## src/hdl/usb_ep0_control_stage_sequencer_core_assert.svh

```systemverilog
// Assertion macros for the endpoint-zero control stage sequencer.
// Used by the top level; no other dependencies.
`ifndef USB_EP0_CONTROL_STAGE_SEQUENCER_CORE_ASSERT_SVH
`define USB_EP0_CONTROL_STAGE_SEQUENCER_CORE_ASSERT_SVH

`ifndef SYNTHESIS

// Consequence must hold in the same cycle as the antecedent.
`define USBEP0_ASSERT_SAME(label, clk, rst_n, ante, cons, msg) \
  label: assert property (@(posedge clk) disable iff (!rst_n) (ante) |-> (cons)) \
    else $error(msg);

// Consequence must hold in the cycle after the antecedent.
`define USBEP0_ASSERT_NEXT(label, clk, rst_n, ante, cons, msg) \
  label: assert property (@(posedge clk) disable iff (!rst_n) (ante) |=> (cons)) \
    else $error(msg);

`else

`define USBEP0_ASSERT_SAME(label, clk, rst_n, ante, cons, msg)
`define USBEP0_ASSERT_NEXT(label, clk, rst_n, ante, cons, msg)

`endif

`endif

```

## src/hdl/usbep0_pkg.sv

```systemverilog
// Package for the endpoint-zero control stage sequencer: widths, event,
// action and request codes, the one-hot stage type and its output encoding.
// No dependencies.
`default_nettype none

package usbep0_pkg;

  localparam int OP_W   = 3;
  localparam int BYTE_W = 8;
  localparam int WORD_W = 16;
  localparam int ACT_W  = 2;
  localparam int LEN_W  = 7;
  localparam int ADDR_W = 7;
  localparam int STG_W  = 3;
  localparam int MPS_W  = 7;

  // Event codes.
  localparam logic [OP_W-1:0] OP_BUS_RESET   = 3'd0;
  localparam logic [OP_W-1:0] OP_SETUP       = 3'd1;
  localparam logic [OP_W-1:0] OP_POLL        = 3'd2;
  localparam logic [OP_W-1:0] OP_IN_COMPLETE = 3'd3;

  // Action codes.
  localparam logic [ACT_W-1:0] ACT_NONE = 2'd0;
  localparam logic [ACT_W-1:0] ACT_SEND = 2'd1;
  localparam logic [ACT_W-1:0] ACT_ADDR = 2'd2;

  // Standard request decoding.
  localparam logic [BYTE_W-1:0] REQ_TYPE_MASK      = 8'h7F;
  localparam logic [BYTE_W-1:0] REQ_SET_ADDRESS    = 8'd5;
  localparam logic [BYTE_W-1:0] REQ_GET_DESCRIPTOR = 8'd6;
  localparam logic [BYTE_W-1:0] DESC_DEVICE        = 8'd1;

  // Packet size limits.
  localparam logic [MPS_W-1:0] MPS_MIN   = 7'd8;
  localparam logic [MPS_W-1:0] MPS_MAX   = 7'd64;
  localparam logic [MPS_W-1:0] MPS_RESET = 7'd64;

  // Stage codes as seen on the result port.
  localparam logic [STG_W-1:0] STG_CODE_SETUP      = 3'd0;
  localparam logic [STG_W-1:0] STG_CODE_DATA_IN    = 3'd1;
  localparam logic [STG_W-1:0] STG_CODE_IN_IDLE    = 3'd2;
  localparam logic [STG_W-1:0] STG_CODE_IN_ZERO    = 3'd3;
  localparam logic [STG_W-1:0] STG_CODE_STATUS_OUT = 3'd4;
  localparam logic [STG_W-1:0] STG_CODE_STATUS_IN  = 3'd5;

  typedef enum logic [5:0] {
    STG_SETUP      = 6'b000001,
    STG_DATA_IN    = 6'b000010,
    STG_IN_IDLE    = 6'b000100,
    STG_IN_ZERO    = 6'b001000,
    STG_STATUS_OUT = 6'b010000,
    STG_STATUS_IN  = 6'b100000
  } stage_t;

  function automatic logic [STG_W-1:0] stage_code(input stage_t s);
    logic [STG_W-1:0] c;
    case (s)
      STG_SETUP:      c = STG_CODE_SETUP;
      STG_DATA_IN:    c = STG_CODE_DATA_IN;
      STG_IN_IDLE:    c = STG_CODE_IN_IDLE;
      STG_IN_ZERO:    c = STG_CODE_IN_ZERO;
      STG_STATUS_OUT: c = STG_CODE_STATUS_OUT;
      STG_STATUS_IN:  c = STG_CODE_STATUS_IN;
      default:        c = STG_CODE_SETUP;
    endcase
    return c;
  endfunction

endpackage

`default_nettype wire

```

## src/hdl/usb_ep0_control_stage_sequencer_core.sv

```systemverilog
// Endpoint-zero control-transfer stage sequencer, top level.
// Depends on usbep0_pkg and usb_ep0_control_stage_sequencer_core_assert.svh.
//
//   channel | direction | handshake           | carries
//   --------+-----------+---------------------+------------------------------------
//   in_     | into      | in_valid / in_stall | one event with its setup fields
//   out_    | out of    | out_valid/out_stall | action, packet, address, new stage
//   cfg_    | into      | cfg_valid/cfg_ready | max packet size for endpoint zero
//
// One request is taken every clock cycle while the result side keeps up.
// A request is held in the input register and then moves on to the result
// register, from which its result is offered; the stage update is a single
// compare, subtract and add between those two registers.
// Reset (rst_n low, synchronous) empties both registers, sets the setup stage,
// clears the byte counters and restores a packet size of 64.
// A stall on the result side holds the result and then backs up into in_stall.
`default_nettype none

module usb_ep0_control_stage_sequencer_core (
  input  wire logic                            clk,
  input  wire logic                            rst_n,
  // Event channel.
  input  wire logic                            in_valid,
  output logic                                 in_stall,
  input  wire logic [usbep0_pkg::OP_W-1:0]     in_opcode,
  input  wire logic [usbep0_pkg::BYTE_W-1:0]   in_request_type,
  input  wire logic [usbep0_pkg::BYTE_W-1:0]   in_request_code,
  input  wire logic [usbep0_pkg::WORD_W-1:0]   in_request_value,
  input  wire logic [usbep0_pkg::WORD_W-1:0]   in_request_length,
  // Result channel.
  output logic                                 out_valid,
  input  wire logic                            out_stall,
  output logic [usbep0_pkg::ACT_W-1:0]         out_action,
  output logic [usbep0_pkg::WORD_W-1:0]        out_packet_offset,
  output logic [usbep0_pkg::LEN_W-1:0]         out_packet_length,
  output logic [usbep0_pkg::ADDR_W-1:0]        out_device_address,
  output logic [usbep0_pkg::STG_W-1:0]         out_stage,
  // Configuration channel.
  input  wire logic                            cfg_valid,
  output logic                                 cfg_ready,
  input  wire logic [usbep0_pkg::MPS_W-1:0]    cfg_data
);

  import usbep0_pkg::*;

  `include "usb_ep0_control_stage_sequencer_core_assert.svh"

  // Input register.
  logic                in_full_r, in_full_nxt;
  logic [OP_W-1:0]     op_r;
  logic [BYTE_W-1:0]   rtype_r;
  logic [BYTE_W-1:0]   rcode_r;
  logic [WORD_W-1:0]   rval_r;
  logic [WORD_W-1:0]   rlen_r;

  // Sequencer state.
  stage_t              stage_r, stage_nxt;
  logic [WORD_W-1:0]   bytes_rem_r, bytes_rem_nxt;
  logic [WORD_W-1:0]   send_off_r, send_off_nxt;
  logic [MPS_W-1:0]    mps_r;

  // Result register.
  logic                out_valid_r, out_valid_nxt;
  logic [ACT_W-1:0]    action_r, action_nxt;
  logic [WORD_W-1:0]   offset_r, offset_nxt;
  logic [LEN_W-1:0]    length_r, length_nxt;
  logic [ADDR_W-1:0]   addr_r, addr_nxt;
  logic [STG_W-1:0]    stage_out_r;

  logic                in_accept;
  logic                advance;
  logic [MPS_W-1:0]    eff_mps;
  logic [LEN_W-1:0]    pkt_size;
  logic [WORD_W-1:0]   bytes_after;
  logic                std_device_req;

  // The input register moves on whenever the result register is free or is
  // being emptied in this same cycle, so back-to-back requests flow freely.
  assign advance   = in_full_r && (!out_valid_r || !out_stall);
  assign in_stall  = in_full_r && !advance;
  assign in_accept = in_valid && !in_stall;

  assign in_full_nxt   = in_accept ? 1'b1 : (advance ? 1'b0 : in_full_r);
  assign out_valid_nxt = advance || (out_valid_r && out_stall);

  // The user must make configuration writes only while the block is idle; the block
  // itself does not enforce this, and the register always takes them.
  assign cfg_ready = 1'b1;

  // Packet size clamped to the range that USB allows for endpoint zero.
  always_comb begin
    if (mps_r < MPS_MIN) begin
      eff_mps = MPS_MIN;
    end else if (mps_r > MPS_MAX) begin
      eff_mps = MPS_MAX;
    end else begin
      eff_mps = mps_r;
    end
  end

  // Size of the next data packet: the smaller of the bytes left and the
  // packet size.
  assign pkt_size    = (bytes_rem_r < WORD_W'(eff_mps)) ? bytes_rem_r[LEN_W-1:0] : eff_mps;
  assign bytes_after = bytes_rem_r - WORD_W'(pkt_size);

  // Only standard requests addressed to the device are handled; the direction
  // bit plays no part.
  assign std_device_req = (rtype_r & REQ_TYPE_MASK) == '0;

  // Event decode and stage update.
  always_comb begin
    stage_nxt     = stage_r;
    bytes_rem_nxt = bytes_rem_r;
    send_off_nxt  = send_off_r;
    action_nxt    = ACT_NONE;
    offset_nxt    = '0;
    length_nxt    = '0;
    addr_nxt      = '0;
    case (op_r)
      OP_BUS_RESET: begin
        // A bus reset drops any transfer in progress and the address.
        stage_nxt     = STG_SETUP;
        bytes_rem_nxt = '0;
        send_off_nxt  = '0;
        action_nxt    = ACT_ADDR;
      end
      OP_SETUP: begin
        if (std_device_req) begin
          if (rcode_r == REQ_GET_DESCRIPTOR && rval_r[WORD_W-1:BYTE_W] == DESC_DEVICE) begin
            bytes_rem_nxt = rlen_r;
            send_off_nxt  = '0;
            stage_nxt     = STG_DATA_IN;
          end else if (rcode_r == REQ_SET_ADDRESS) begin
            stage_nxt  = STG_STATUS_IN;
            action_nxt = ACT_ADDR;
            addr_nxt   = rval_r[ADDR_W-1:0];
          end
        end
      end
      OP_POLL: begin
        if (stage_r == STG_DATA_IN) begin
          // Send one packet. When it empties the run, a full last packet
          // must still be closed by a zero-length packet.
          action_nxt    = ACT_SEND;
          offset_nxt    = send_off_r;
          length_nxt    = pkt_size;
          bytes_rem_nxt = bytes_after;
          send_off_nxt  = send_off_r + WORD_W'(pkt_size);
          if (bytes_after != '0) begin
            stage_nxt = STG_IN_IDLE;
          end else if (pkt_size == eff_mps) begin
            stage_nxt = STG_IN_ZERO;
          end else begin
            stage_nxt = STG_STATUS_OUT;
          end
        end else if (stage_r == STG_STATUS_OUT) begin
          stage_nxt = STG_SETUP;
        end else if (stage_r == STG_STATUS_IN) begin
          // Zero-length status packet that completes a SET_ADDRESS.
          stage_nxt  = STG_SETUP;
          action_nxt = ACT_SEND;
        end
      end
      OP_IN_COMPLETE: begin
        if (bytes_rem_r != '0) begin
          stage_nxt = STG_DATA_IN;
        end else if (stage_r == STG_IN_ZERO) begin
          stage_nxt  = STG_STATUS_OUT;
          action_nxt = ACT_SEND;
          offset_nxt = send_off_r;
        end
      end
      default: begin
        // Undefined events leave everything as it is.
      end
    endcase
  end

  // Control registers.
  always_ff @(posedge clk) begin
    if (!rst_n) begin
      in_full_r   <= 1'b0;
      out_valid_r <= 1'b0;
      stage_r     <= STG_SETUP;
      bytes_rem_r <= '0;
      send_off_r  <= '0;
      mps_r       <= MPS_RESET;
    end else begin
      in_full_r   <= in_full_nxt;
      out_valid_r <= out_valid_nxt;
      if (advance) begin
        stage_r     <= stage_nxt;
        bytes_rem_r <= bytes_rem_nxt;
        send_off_r  <= send_off_nxt;
      end
      if (cfg_valid && cfg_ready) begin
        mps_r <= cfg_data;
      end
    end
  end

  // Payload registers.
  always_ff @(posedge clk) begin
    if (in_accept) begin
      op_r    <= in_opcode;
      rtype_r <= in_request_type;
      rcode_r <= in_request_code;
      rval_r  <= in_request_value;
      rlen_r  <= in_request_length;
    end
    if (advance) begin
      action_r    <= action_nxt;
      offset_r    <= offset_nxt;
      length_r    <= length_nxt;
      addr_r      <= addr_nxt;
      stage_out_r <= stage_code(stage_nxt);
    end
  end

  assign out_valid          = out_valid_r;
  assign out_action         = action_r;
  assign out_packet_offset  = offset_r;
  assign out_packet_length  = length_r;
  assign out_device_address = addr_r;
  assign out_stage          = stage_out_r;

  // A request that leaves the input register is shown as a result next cycle.
  `USBEP0_ASSERT_NEXT(a_advance_gives_result, clk, rst_n, advance, out_valid_r, "advance lost a result")

  // The zero-length and status-out stages are only ever reached with no
  // data left to send.
  `USBEP0_ASSERT_SAME(a_no_bytes_after_data, clk, rst_n, (stage_r == STG_IN_ZERO) || (stage_r == STG_STATUS_OUT), bytes_rem_r == '0, "bytes left in a closing stage")

  // An address result never carries packet information.
  `USBEP0_ASSERT_SAME(a_addr_no_packet, clk, rst_n, out_valid_r && (action_r == ACT_ADDR), (length_r == '0) && (offset_r == '0), "address result carries packet fields")

  // A data packet never exceeds the largest endpoint-zero packet.
  `USBEP0_ASSERT_SAME(a_packet_bound, clk, rst_n, out_valid_r && (action_r == ACT_SEND), length_r <= MPS_MAX, "packet longer than allowed")

endmodule

`default_nettype wire
```

## config.mk

```make
export PLATFORM = sky130hd
export DESIGN_NAME = usb_ep0_control_stage_sequencer_core
export DESIGN_NICKNAME = d
export VERILOG_FILES = /design/src/hdl/usbep0_pkg.sv /design/src/hdl/usb_ep0_control_stage_sequencer_core.sv
export VERILOG_INCLUDE_DIRS = /design/src /design/src/hdl
export SDC_FILE = /design/constraint.sdc
export NUM_CORES = 1
export LEC_CHECK = 0
export ABC_CLOCK_PERIOD_IN_PS = 6150
export BUFFER_PORTS_ARGS = -buffer_cell sky130_fd_sc_hd__buf_2
export CORE_ASPECT_RATIO = 0.7
export CORE_MARGIN = 2
export CORE_UTILIZATION = 57
export DETAILED_ROUTE_END_ITERATION = 12
export GPL_TIMING_DRIVEN = 0
export PLACE_DENSITY = 0.79
export SLEW_MARGIN = 20
export SYNTH_ARGS = -nofsm -noshare
export SYNTH_HDL_FRONTEND = slang
export SYNTH_SLANG_ARGS = --single-unit
```

## constraint.sdc

```tcl
create_clock -name clk -period 6.15 [get_ports clk]
set_input_delay 0.9225 -clock clk [delete_from_list [all_inputs] [get_ports clk]]
set_output_delay 0.9225 -clock clk [all_outputs]
set_load 0.01 [all_outputs]
```

==> results.cfg <==
[status]
run_status = complete, no violations

[global_route]
grt_max_degree = 44
globalRouteMet1Util_pct = 37.3
busiest_layer = met2
global_route.usage.met3_pct = 6.12
first_global_vias = 4825
grt_first_pass_wirelength_um = 24400
grt-ovfl-total = 0
number_of_antenna_violations_at_the_first_check_in_global_routing = 0
globalRouteTotalUtil_pct = 26.4
grt_util_met2_pct = 40.3

[run]
maxCapViolCount = 0

[placement]
portBuffers = 95
hpwl_dp_um = 10800
routabilityCongestion = 0.923
place_worst_setup_slack_ns = -0.479

[die]
io-pin-count = 101
die_height_um = 92.9
core_area_um2 = 11000
floorplan.initialDensity_pct = 58.5
design.die.area_um2 = 12200
row_count = 32
die_w_um = 131

[cts]
clk_pin_slew_ns = 0.06
tritoncts.num_buffers = 17
root_buffer = clkbuf_16
cts-htree-levels = 4
max-clock-path-buffers = 2
tritoncts_clock_tree = built
cts_num_sinks = 131
worstSkewPairLatency_ns = 0.42

[sta]
finalHoldViolCount = 0
max_freq_mhz = 171
timing.max_slew.rel_slack_pct = 41.7
finalSetupViolCount = 0
worst_slack_ns = 0.302
skew_ns = 0.00660
report.final.slew_viol_count = 0
tightestPinTransition_ns = 0.867
final_period_minus_worst_setup_slack_ns = 5.85
fin_crit_sh_pct = 95.1

[yosys]
ys_flop_type = edfxtp_1
ys_async_sr_fraction_pct = 0
synthTopCellsByArea = edfxtp_1 (39%), dfxtp_1 (15%), ha_1 (3.9%)
yosysTopAreaCellShare_pct = 39.2
yosys_reg_bits = 131
post_synth_instance_area_um2 = 6440
synth_cell_types = 77
netlist.top_cell.by_area = edfxtp_1
synthesis.instances = 596
postSynthNetCount = 681
synthMostInstantiatedCell = edfxtp_1
synth_edf_count = 84
avgSynthCellArea_um2 = 10.8
synth.yosys.warnings = 0
ys_seq_area_share_pct = 53.8
netlist_top_cells_count = edfxtp_1 (84), nor2_1 (54), dfxtp_1 (47)

[route]
detail_route.wl_per_cell_um = 17.4
via_per_inst = 5.82
drt-pass1-iter-count = 8
detail-route-antenna-nets = 0
dr.first_iter.drc_count = 433
wirelength_um = 15400
drcViolationCount = 0
vias = 5129

[power]
max-vdd-ir-drop_mv = 0.216
design_power_total_uw = 2240
leakage_uw = 0.00310
power-per-cell-area_nw_per_um2 = 287

[critical_path]
endpoint_kind = register
worstSetupStartpoint = mps_r[5]
cp_max_fo = 10
cp-start-kind = register
worst_r2r_startpoint = mps_r[5]
required_ns = 6.39
crit_path_dat_ns = 6.09
timing_worst_setup_path_type = reg -> reg

[finish]
final_layout_size_suffix_gt1_share_pct = 23.0
sequential_cell_area_um2 = 3460
final_core_util_pct = 70.7
layout.nets = 801
area_growth_pct = 20.9
multi_input_area_um2 = 2830
filler_cell_count = 809
antenna_cells_inserted = 0

[hold_path]
timing.hold.worst.class = reg -> reg
worstHoldStart = send_off_r[3]
## critical path, stage by stage (launching register included)
cell and delay [ns]:
dfxtp_1 0.46, nor3_1 0.12, nor2_1 0.19, nand2_1 0.13, ha_1 0.21, nor2_1 0.09, nand3_1 0.08, o221ai_1 0.18
a21oi_1 0.14, a2111oi_4 0.33, clkbuf_4 0.32, mux2i_2 0.36, ha_1 0.35, a2111oi_1 0.45, a21oi_2 0.23, xnor2_1 0.16
or4_1 0.56, a311o_2 0.48, o41ai_4 0.48, nand3_1 0.13, a211oi_1 0.25
## per-stage QoR
stage	instances	cell area (µm²)	setup TNS [ns]	hold WS, ns
4_1_cts	877	7710	0	0.490
3_3_place_gp	844	7100	-2.25	0.480
2_1_floorplan	596	6440	0	0.454
5_1_grt	882	7780	-0.0332	0.525
3_5_place_dp	845	7130	-1.89	0.482
6_report	882	7780	0	0.491
## where the power goes
part | leakage, µW | switching [µW] | internal, µW | total, µW
combinational | 0.00164 | 172 | 117 | 288
sequential | 0.00119 | 18.6 | 974 | 993
clock | 0.000265 | 395 | 560 | 955
## flip-flops by register name (all words and copies together), names as in the netlist, 2 cells and up
register            cells
op_r                    3
rlen_r                 16
out_action              2
out_device_address      7
out_packet_offset      16
out_stage               3
send_off_r             16
rtype_r                 7
rval_r                 15
bytes_rem_r            16
mps_r                   7
out_packet_length       7
rcode_r                 8
stage_r                 6
## layer usage
metal / vias up / routed length (µm)
met2: 241 / 6900
li1: 2431 / -
met1: 2426 / 6900
met4: 0 / 285
met3: 31 / 1280
met5: - / 0
## repair_timing
item                                    4_1_cts  5_1_grt
endpoints found under the setup margin        6        6
pin swaps                                     0        2
hold buffers                                  0        0
resized for setup                             3       10
setup buffers                                 0        5
## kinds of logic (layout without fill, tap and decap cells)
group	count (synthesis)	after routing	synth area share (%)
buffers and inverters	48	181	3.05
xor gates and xnor gates	27	27	3.67
AOI/OAI and AO/OA	127	127	14.4
muxes	9	9	1.42
other	1	1	0.0583
adders and majority gates	22	22	4.51
DFF	131	131	53.8
and+or+nand+nor	231	231	19.1
## placed cells by master, fill, tap and decap left out, types with 5 or more instances in the layout
cell type,instances
inv_1,24
xnor2_1,10
nor3_1,16
clkbuf_1,16
a21oi_1,25
mux2i_1,7
a221oi_1,5
buf_2,97
or3_1,5
edfxtp_1,84
o21ai_0,23
xor2_1,17
nand2_1,39
o211a_1,5
nor2_1,54
a21boi_0,5
nor2b_1,38
nor3b_1,7
and2_1,13
or2_2,6
o22ai_1,5
nand3_1,14
a222oi_1,5
nand2b_1,5
o211ai_1,6
clkbuf_16,17
ha_1,20
nor4_1,5
o21a_1,5
dfxtp_1,47
buf_4,6
## worst paths after layout
check | to | slack, ns | cells after the start
worst max register to register | out_stage[0] | 0.30 | 20
worst min register to register | send_off_r[3] | 0.49 | 2
worst min-delay path | send_off_r[3] | 0.49 | 2
worst max-delay path | out_stage[0] | 0.30 | 20
## area by class of cell
type	instances	share of cell area, %
plain buffers	23	1.37
clock buffers	18	5.51
clock inverters	14	1.67
inverters	25	1.22
multi-input cells	417	36.4
flip-flops and latches	131	44.5
well taps	153	2.46
repair buffers	101	6.85
Power figures use the tool's default switching activity.
